File: src/hdl/qbp_pkg.sv
// Shared types and constants for the QR byte-mode segment packer.
package qbp_pkg;

  // Largest number of data codewords the packer will ever count
  localparam logic [11:0] MAX_CODEWORDS = 12'd4095;

  // Versions from this one on use the 16-bit character count
  localparam logic [5:0] WIDE_COUNT_VERSION = 6'd10;

  // Mode indicator and pad codewords
  localparam logic [3:0] MODE_BYTE = 4'b0100;
  localparam logic [7:0] PAD_FIRST = 8'hEC;
  localparam logic [7:0] PAD_SECOND = 8'h11;

  // Reset values of the configuration registers
  localparam logic [5:0] VERSION_RESET = 6'd1;
  localparam logic [11:0] CAPACITY_RESET = 12'd19;

  // Command queue geometry
  localparam int CMD_DEPTH = 4;
  localparam int CMD_PTR_W = $clog2(CMD_DEPTH);
  localparam int CMD_CNT_W = $clog2(CMD_DEPTH + 1);

  // Field widths
  localparam int CFG_INDEX_W = 2;
  localparam int CFG_DATA_W = 16;
  localparam int CMD_BITS_W = 20;
  localparam int CMD_COUNT_W = 5;

  // Input item kinds
  typedef enum logic [1:0] {
    KIND_SEGMENT = 2'd0,
    KIND_DATA = 2'd1,
    KIND_FINALIZE = 2'd2,
    KIND_PAD = 2'd3
  } kind_t;

  // Configuration register indexes
  localparam logic [CFG_INDEX_W-1:0] REG_SYMBOL_VERSION = 2'd0;
  localparam logic [CFG_INDEX_W-1:0] REG_CAPACITY_BYTES = 2'd1;

  // Result status codes
  localparam logic [1:0] STATUS_OK = 2'd0;
  localparam logic [1:0] STATUS_OVERFLOW = 2'd1;
  localparam logic [1:0] STATUS_CAPACITY = 2'd2;

  // One configuration write beat
  typedef struct packed {
    logic valid;
    logic [CFG_INDEX_W-1:0] index;
    logic [CFG_DATA_W-1:0] data;
  } cfg_wr_t;

  // Bit-append command handed from the classifier to the packer
  typedef struct packed {
    logic [CMD_BITS_W-1:0] bits;   // right-aligned bits to append
    logic [CMD_COUNT_W-1:0] count; // number of bits, unused when finalize
    logic flag_drop;               // dropped bits set the overflow flag
    logic finalize;                // terminator plus byte alignment
  } cmd_t;

endpackage

File: src/hdl/qbp_front.sv
// Front end: classifies input items into bit-append commands.
module qbp_front (
  input  logic clk,
  input  logic rst,
  input  qbp_pkg::cfg_wr_t cfg_wr,
  input  logic accept,
  input  logic [1:0] kind,
  input  logic [15:0] value,
  output qbp_pkg::cmd_t cmd
);
  import qbp_pkg::*;

  logic [5:0] symbol_version;
  logic pad_toggle;
  logic pad_toggle_next;

  // Capture the symbol version register
  always_ff @(posedge clk) begin
    if (rst) begin
      symbol_version <= VERSION_RESET;
    end else if (cfg_wr.valid && cfg_wr.index == REG_SYMBOL_VERSION) begin
      symbol_version <= cfg_wr.data[5:0];
    end
  end

  // Build the command for the current item
  always_comb begin
    cmd = '0;
    pad_toggle_next = pad_toggle;
    case (kind_t'(kind))
      KIND_SEGMENT: begin
        cmd.flag_drop = 1'b1;
        if (symbol_version < WIDE_COUNT_VERSION) begin
          cmd.bits = {8'd0, MODE_BYTE, value[7:0]};
          cmd.count = 5'd12;
        end else begin
          cmd.bits = {MODE_BYTE, value};
          cmd.count = 5'd20;
        end
      end
      KIND_DATA: begin
        cmd.flag_drop = 1'b1;
        cmd.bits = {12'd0, value[7:0]};
        cmd.count = 5'd8;
      end
      KIND_FINALIZE: begin
        cmd.finalize = 1'b1;
        pad_toggle_next = 1'b0;
      end
      KIND_PAD: begin
        cmd.flag_drop = 1'b1;
        cmd.bits = {12'd0, (pad_toggle ? PAD_SECOND : PAD_FIRST)};
        cmd.count = 5'd8;
        pad_toggle_next = ~pad_toggle;
      end
      default: begin
        cmd = '0;
      end
    endcase
  end

  // Advance the pad alternation on each accepted beat
  always_ff @(posedge clk) begin
    if (rst) begin
      pad_toggle <= 1'b0;
    end else if (accept) begin
      pad_toggle <= pad_toggle_next;
    end
  end

endmodule

File: src/hdl/qbp_cmd_fifo.sv
// Short command queue between the classifier and the packer.
module qbp_cmd_fifo (
  input  logic clk,
  input  logic rst,
  input  logic wr_en,
  input  qbp_pkg::cmd_t wr_cmd,
  output logic full,
  input  logic rd_en,
  output qbp_pkg::cmd_t rd_cmd,
  output logic rd_avail
);
  import qbp_pkg::*;

  cmd_t entries [CMD_DEPTH];
  logic [CMD_PTR_W-1:0] wr_ptr;
  logic [CMD_PTR_W-1:0] rd_ptr;
  logic [CMD_CNT_W-1:0] fill;

  assign full = (fill == CMD_CNT_W'(CMD_DEPTH));
  assign rd_avail = (fill != '0);
  assign rd_cmd = entries[rd_ptr];

  // Store the incoming command
  always_ff @(posedge clk) begin
    if (wr_en) begin
      entries[wr_ptr] <= wr_cmd;
    end
  end

  // Advance pointers and the fill count
  always_ff @(posedge clk) begin
    if (rst) begin
      wr_ptr <= '0;
      rd_ptr <= '0;
      fill <= '0;
    end else begin
      if (wr_en) begin
        wr_ptr <= wr_ptr + 1'b1;
      end
      if (rd_en) begin
        rd_ptr <= rd_ptr + 1'b1;
      end
      case ({wr_en, rd_en})
        2'b10: fill <= fill + 1'b1;
        2'b01: fill <= fill - 1'b1;
        default: fill <= fill;
      endcase
    end
  end

  a_no_overfill: assert property (@(posedge clk) disable iff (rst)
    wr_en |-> !full)
    else $error("command queue written while full");

  a_no_underrun: assert property (@(posedge clk) disable iff (rst)
    rd_en |-> rd_avail)
    else $error("command queue read while empty");

endmodule

File: src/hdl/qbp_back.sv
// Back end: packs command bits into codewords and presents the results.
module qbp_back (
  input  logic clk,
  input  logic rst,
  input  qbp_pkg::cfg_wr_t cfg_wr,
  input  logic cmd_avail,
  input  qbp_pkg::cmd_t cmd,
  output logic cmd_take,
  output logic empty,
  input  logic pop,
  output logic [7:0] codeword,
  output logic codeword_valid,
  output logic last,
  output logic [1:0] status
);
  import qbp_pkg::*;

  // Configuration and packing state
  logic [11:0] capacity_bytes;
  logic [7:0] bit_accumulator;
  logic [2:0] bits_pending;
  logic [11:0] bytes_written;
  logic overflow_seen;

  // Result hold register
  logic hold_valid;
  logic [7:0] hold_byte [3];
  logic [1:0] hold_last_idx;
  logic [1:0] hold_idx;
  logic [1:0] hold_status;
  logic hold_cw_valid;

  // Packing datapath
  logic [11:0] eff_cap;
  logic [CMD_COUNT_W-1:0] count;
  logic [4:0] n_bits;
  logic [1:0] n_full;
  logic [26:0] stream;
  logic [31:0] aligned;
  logic at_cap;
  logic [11:0] room;
  logic limited;
  logic [1:0] n_emit;
  logic dropped;
  logic [7:0] acc_next;
  logic [2:0] pending_next;
  logic [11:0] written_next;
  logic overflow_next;
  logic [1:0] status_next;

  // Handshake
  logic take;
  logic drain_last;
  logic load;

  // Hold the capacity register
  always_ff @(posedge clk) begin
    if (rst) begin
      capacity_bytes <= CAPACITY_RESET;
    end else if (cfg_wr.valid && cfg_wr.index == REG_CAPACITY_BYTES) begin
      capacity_bytes <= cfg_wr.data[11:0];
    end
  end

  // Line up the pending bits with the new bits, MSB first
  always_comb begin
    eff_cap = (capacity_bytes > MAX_CODEWORDS) ? MAX_CODEWORDS : capacity_bytes;
    if (cmd.finalize) begin
      count = (bits_pending <= 3'd4) ? (5'd8 - {2'b0, bits_pending})
                                     : (5'd16 - {2'b0, bits_pending});
    end else begin
      count = cmd.count;
    end
    n_bits = {2'b0, bits_pending} + count;
    n_full = n_bits[4:3];
    stream = ({19'd0, bit_accumulator} << count) |
             {7'd0, (cmd.finalize ? {CMD_BITS_W{1'b0}} : cmd.bits)};
    aligned = {5'd0, stream} << (6'd32 - {1'b0, n_bits});
  end

  // Limit the emitted bytes to the room left and work out the new state
  always_comb begin
    at_cap = (bytes_written >= eff_cap);
    room = eff_cap - bytes_written;
    limited = !at_cap && (room <= {10'd0, n_full});
    acc_next = bit_accumulator;
    pending_next = bits_pending;
    n_emit = 2'd0;
    dropped = 1'b0;
    if (at_cap) begin
      dropped = (count != '0);
    end else if (limited) begin
      n_emit = room[1:0];
      acc_next = 8'd0;
      pending_next = 3'd0;
      dropped = (n_bits != {room[1:0], 3'b000});
    end else begin
      n_emit = n_full;
      pending_next = n_bits[2:0];
      acc_next = stream[7:0] & ~(8'hFF << n_bits[2:0]);
    end
    written_next = bytes_written + {10'd0, n_emit};
    overflow_next = overflow_seen | (cmd.flag_drop & dropped);
    if (overflow_next) begin
      status_next = STATUS_OVERFLOW;
    end else if (written_next >= eff_cap) begin
      status_next = STATUS_CAPACITY;
    end else begin
      status_next = STATUS_OK;
    end
  end

  // Load a new command once the hold register drains
  assign take = pop && hold_valid;
  assign drain_last = take && (hold_idx == hold_last_idx);
  assign load = cmd_avail && (!hold_valid || drain_last);
  assign cmd_take = load;

  // Update packing state per loaded command
  always_ff @(posedge clk) begin
    if (rst) begin
      bit_accumulator <= 8'd0;
      bits_pending <= 3'd0;
      bytes_written <= 12'd0;
      overflow_seen <= 1'b0;
    end else if (load) begin
      bit_accumulator <= acc_next;
      bits_pending <= pending_next;
      bytes_written <= written_next;
      overflow_seen <= overflow_next;
    end
  end

  // Track hold occupancy and the result being shown
  always_ff @(posedge clk) begin
    if (rst) begin
      hold_valid <= 1'b0;
      hold_idx <= 2'd0;
    end else if (load) begin
      hold_valid <= 1'b1;
      hold_idx <= 2'd0;
    end else if (drain_last) begin
      hold_valid <= 1'b0;
    end else if (take) begin
      hold_idx <= hold_idx + 2'd1;
    end
  end

  // Capture the codewords of the loaded command
  always_ff @(posedge clk) begin
    if (load) begin
      hold_byte[0] <= (n_emit == 2'd0) ? 8'd0 : aligned[31:24];
      hold_byte[1] <= aligned[23:16];
      hold_byte[2] <= aligned[15:8];
      hold_last_idx <= (n_emit == 2'd0) ? 2'd0 : n_emit - 2'd1;
      hold_cw_valid <= (n_emit != 2'd0);
      hold_status <= status_next;
    end
  end

  // Drive the result ports from the hold register
  always_comb begin
    case (hold_idx)
      2'd0: codeword = hold_byte[0];
      2'd1: codeword = hold_byte[1];
      2'd2: codeword = hold_byte[2];
      default: codeword = 8'd0;
    endcase
  end

  assign empty = !hold_valid;
  assign codeword_valid = hold_cw_valid;
  assign last = (hold_idx == hold_last_idx);
  assign status = hold_status;

  a_idx_in_range: assert property (@(posedge clk) disable iff (rst)
    hold_valid |-> hold_idx <= hold_last_idx)
    else $error("result index past last codeword");

  a_empty_single: assert property (@(posedge clk) disable iff (rst)
    (hold_valid && !hold_cw_valid) |-> (hold_last_idx == 2'd0 && codeword == 8'd0))
    else $error("step without codeword must give one zero result");

  a_load_on_drain: assert property (@(posedge clk) disable iff (rst)
    (hold_valid && !drain_last) |-> !load)
    else $error("command loaded over undelivered results");

endmodule

File: src/hdl/qr_byte_mode_segment_packer_unit.sv
// An accepted item passes through the command queue into the result hold register.
// One item per cycle while each item yields one result (data bytes) and pop stays high;
// an item that completes two or three codewords holds the packer until all are popped.
// A four-entry command queue lets the input side run ahead while results wait.
// Reset (synchronous, active high) empties the queue and result register, clears
// the packing state and restores version 1 and a capacity of 19 codewords.
module qr_byte_mode_segment_packer_unit (
  input  logic clk,
  input  logic rst,
  input  logic push,
  output logic full,
  input  logic [1:0] kind,
  input  logic [15:0] value,
  output logic empty,
  input  logic pop,
  output logic [7:0] codeword,
  output logic codeword_valid,
  output logic last,
  output logic [1:0] status,
  input  logic cfg_valid,
  output logic cfg_ready,
  input  logic [qbp_pkg::CFG_INDEX_W-1:0] cfg_index,
  input  logic [qbp_pkg::CFG_DATA_W-1:0] cfg_data
);
  import qbp_pkg::*;

  cfg_wr_t cfg_wr;
  cmd_t front_cmd;
  cmd_t queue_cmd;
  logic accept;
  logic queue_avail;
  logic queue_take;

  // Configuration writes are taken in any cycle
  assign cfg_ready = 1'b1;
  assign cfg_wr.valid = cfg_valid;
  assign cfg_wr.index = cfg_index;
  assign cfg_wr.data = cfg_data;

  assign accept = push && !full;

  qbp_front u_front (
    .clk    (clk),
    .rst    (rst),
    .cfg_wr (cfg_wr),
    .accept (accept),
    .kind   (kind),
    .value  (value),
    .cmd    (front_cmd)
  );

  qbp_cmd_fifo u_queue (
    .clk      (clk),
    .rst      (rst),
    .wr_en    (accept),
    .wr_cmd   (front_cmd),
    .full     (full),
    .rd_en    (queue_take),
    .rd_cmd   (queue_cmd),
    .rd_avail (queue_avail)
  );

  qbp_back u_back (
    .clk            (clk),
    .rst            (rst),
    .cfg_wr         (cfg_wr),
    .cmd_avail      (queue_avail),
    .cmd            (queue_cmd),
    .cmd_take       (queue_take),
    .empty          (empty),
    .pop            (pop),
    .codeword       (codeword),
    .codeword_valid (codeword_valid),
    .last           (last),
    .status         (status)
  );

endmodule

File: config.mk
export PLATFORM = sky130hd
export DESIGN_NAME = qr_byte_mode_segment_packer_unit
export DESIGN_NICKNAME = d
export VERILOG_FILES = /design/src/hdl/qbp_pkg.sv /design/src/hdl/qbp_front.sv /design/src/hdl/qbp_cmd_fifo.sv /design/src/hdl/qbp_back.sv /design/src/hdl/qr_byte_mode_segment_packer_unit.sv
export SDC_FILE = /design/constraint.sdc
export NUM_CORES = 1
export LEC_CHECK = 0
export ABC_AREA = 1
export BUFFER_PORTS_ARGS = -buffer_cell sky130_fd_sc_hd__buf_2
export CAP_MARGIN = 25
export CORE_UTILIZATION = 60
export CTS_CLUSTER_SIZE = 8
export DETAILED_ROUTE_END_ITERATION = 8
export MAX_ROUTING_LAYER = met4
export PLACE_DENSITY = 0.79
export SLEW_MARGIN = 0
export SYNTH_ARGS = -nofsm -noshare
export SYNTH_HDL_FRONTEND = slang
export SYNTH_SLANG_ARGS = --single-unit
File: constraint.sdc
create_clock -name clk -period 10.6 [get_ports clk]
set_input_delay 0 -clock clk [delete_from_list [all_inputs] [get_ports clk]]
set_output_delay 0 -clock clk [all_outputs]
set_load 0.01 [all_outputs]
==> results by group <==
GRT
  – First-pass GRT wire length: 42400 um
  – Total gr overflow: 0
  – Vias in the first global route: roughly 9000
  – GRT Total Usage: ~31%
  – Pin count of the biggest net entering global routing: 46
  – Antenna violations before repair: 0

Die
  – Core box area: 17400 um2
  – Full die area: ~18000 um2
  – Die Ht: ~140 um
  – Rows: 48
  – Die width: ~140 um
  – I/O pin count: 56
  – Starting density of the core: about three fifths

Clocking
  – Hold Buf Count CTS: 38
  – Clock Root Buffer: clkbuf_16
  – Num CTS Buffers: 17
  – Setup repair bufs after CTS: 0
  – Latest clock arrival within the worst-skew pair: about 430 ps
  – Gates resized, CTS repair: 0
  – CTS tree: done
  – Max Buffers Root-to-Sink: 2
  – Num Clock Sinks: about 170
  – Clock transition at the registers of the reported paths: about 60 ps
  – H-tree levels: 4

Place
  – Cell Area, Placed: between 10000 and 15000 um2
  – Port bufs: 50
  – Hpwl dp: between 15000 and 20000 um
  – Placed cell count: roughly 1600
  – Worst Setup Slack post-DPL: slightly above 3000 ps
  – Final estimated routing congestion in global placement: 0.966

Power
  – Pwr Density: about 320 nW/um2
  – Max VDD drop: between 0.2 and 0.25 mV
  – Pint: ~2 mW
  – Reg power frac: 24.3%
  – Combinational power share: between 60% and 70%
  – Clk pwr share: ~16%
  – Total power: 3.89 mW
  – Switching Power: around 2 mW
  – LEAKAGE: between 5 and 6 nW
  – Sw frac: around 50%

Detailed routing
  – Routed wl met2: around 13000 um
  – First-pass DRT Iterations: 7
  – DR vias: about 9800
  – Routed vias/inst: 5.86
  – Metal-1 WL: approximately 11000 um
  – Final WL: 26300 um
  – Drt initial violations: 978
  – Final antenna-violating net count: 0
  – Met3 WL post-DR: 1690 um
  – Drt drc: 0
  – Routed wire per std cell: around 16 um
  – Highest routed layer: met4

STA
  – Setup TNS Final: 0 ps
  – Fin. Hold Viols: 0
  – Final setup vio count: 0
  – Fmax: 131 MHz
  – Hold_ws: slightly below 20 ps
  – Pins Over Slew Limit: 0
  – Fin crit share: between 70 and 80%
  – Max Clock Skew: around 13 ps
  – Final WS setup: 2970 ps
  – Worst-margin pin slew: around 900 ps
  – Fin crit period: 7630 ps
  – Slew headroom: approximately 40%
  – RSZ-0062 raised after global routing: no

Synth
  – Top cell type's share of synthesized area: between 30% and 40%
  – Syn_nets: about 1500
  – Synthesis-stage register bit count: between 150 and 200
  – Sequential fraction of the synthesis area: a little over two fifths
  – Synth area leaders: edfxtp_1, nand2_1, nand3_1
  – Leading area contributor after synthesis: edfxtp_1
  – Main flop type after synthesis: edfxtp_1
  – Fraction of registers with async set or reset after synthesis: 0%
  – Unique cell type count in the Yosys netlist: 52
  – Cell area after synthesis: approximately 11000 um2
  – EDFF count, synth: approximately 110
  – Syn avg cell area: about 7.7 um2
  – Synth Instances: about 1400
  – YS warnings: 0

Worst setup path
  – WP data arrival: just under 8000 ps
  – CP max stage delay: around 480 ps
  – CP Class: reg -> reg
  – CP max stage cell: nand3_1
  – Critical path buffers and inverters: 6
  – Worst EP required: 10780 ps
  – CP Max Fanout: 45
  – R2R setup slack: between 2000 and 3000 ps
  – CP Capture Type: flop
  – Startpoint Class: flop
  – Cell family with most CP delay: simple AND/OR/NAND/NOR gates

Finish
  – Share of post-route cells with drive strength above 1: approximately a tenth
  – Fin cells: between 1500 and 2000
  – Fin util: ~70%
  – Final nets: ~1500
  – Number of diodes: 0
  – Post-route cell area: 12000 um2
  – Syn-to-layout area delta: 12.3%

Job
  – Max_cap viols: 0

Outcome
  – Outcome: finished clean

Min path
  – Worst min-delay path class: in -> reg
kinds of logic after synthesis:
| kind of cell | synth area share [%] |
|---|---|
| other cells | 0.0351 |
| buf+inv | 8.19 |
| xor+xnor | 1.94 |
| flops | 41.7 |
| compound gates | 11.2 |
| fa+ha+maj | 6.07 |
| simple gates | 30.9 |
layout by cell type (no fill, tap or decap), types with 47 or more instances in the layout:
master / Yosys / routed
buf_2: 16 / 50
a21oi_1: 87 / 87
nor2_1: 103 / 98
inv_1: 137 / 137
dfxtp_1: 53 / 53
nand2_1: 306 / 306
edfxtp_1: 113 / 113
o21ai_0: 72 / 72
nand3_1: 229 / 229
ha_1: 47 / 47
sequential cells by signal, indices dropped and copies added, names as in the netlist, named ones only:
name                    count
u_back.bits_pending         3
u_queue.wr_ptr              2
u_queue.rd_ptr              2
u_queue.fill                3
u_back.codeword_valid       1
u_back.capacity_bytes      12
u_back.bit_accumulator      7
u_back.bytes_written       12
u_queue.entries            84
u_back.overflow_seen        1
u_back.hold_last_idx        2
u_back.hold_valid           1
u_back.hold_idx             2
u_front.symbol_version      5
u_front.pad_toggle          1
u_back.status               2
u_back.hold_byte           24
worst register-to-register path: cells and delay by family, from the launching register on:
family | cells | cell delay, ps
DFF | 1 | 310
AOI/OAI and AO/OA | 11 | 1820
adders and majority gates | 4 | 1170
buffers and inverters | 6 | 1170
xor gates and xnor gates | 2 | 410
and+or+nand+nor | 16 | 2500
layout make-up:
class                           instances  area (um2)
Tap cell                              225         282
Sequential cell                       166        4450
Multi-Input combinational cell       1004        5370
Inverter                              153         584
Clock buffer                           22         474
Timing Repair Buffer                   98         706
Fill cell                            1398        5370
Clock inverter                         10         121
power groups by stage:
| stage | Combinational, mW | Clock, mW | Sequential [mW] |
|---|---|---|---|
| after floorplan | 1.79 | 0 | 0.948 |
| after global placement | 2.21 | 0 | 0.954 |
| after detailed placement | 2.25 | 0 | 0.958 |
| after CTS | 2.29 | 0.622 | 0.945 |
| after global routing | 2.59 | 0.648 | 0.957 |
| final | 2.34 | 0.614 | 0.945 |
synthesized netlist by cell type (2+ instances only):
cell type,instances
nand2_1,306
fa_1,3
nand3_2,3
buf_2,16
buf_6,3
nand3_1,229
clkinv_1,4
xor2_2,2
o22ai_1,17
nand2_2,8
o211ai_1,14
buf_1,5
nor2_1,103
xnor2_1,4
nor3_1,13
nand3_4,2
inv_4,4
nand4_1,27
o21ai_0,72
buf_4,4
inv_2,8
xor2_1,16
a221o_1,3
nor2_8,3
or2_2,2
o21bai_1,2
edfxtp_1,113
nand2_4,4
inv_1,137
clkbuf_1,30
a21oi_1,87
nor2_4,7
a211oi_1,2
ha_1,47
nor2_2,4
dfxtp_1,53
o21ai_1,10
layer usage:
| metal | vias to the layer above | GRT usage, % |
|---|---|---|
| met5 | - | - |
| met4 | 0 | 12.4 |
| met3 | 71 | 5.65 |
| met2 | 388 | 49.6 |
| met1 | 4557 | 37.9 |
| li1 | 4821 | - |
path summary, 6_finish.rpt:
check / from / endpoint / cells past startpoint
min reg2reg: u_queue.rd_ptr[1]$_SDFFE_PP0P_ / flop / 2
max: flop / u_back.status[1]$_SDFFCE_PP0P_ / 39
max reg2reg: flop / u_back.status[1]$_SDFFCE_PP0P_ / 39
min: cfg_valid / u_front.symbol_version[3]$_SDFFE_PP0P_ / 4
No activity file was read; power rests on OpenSTA's default activity.
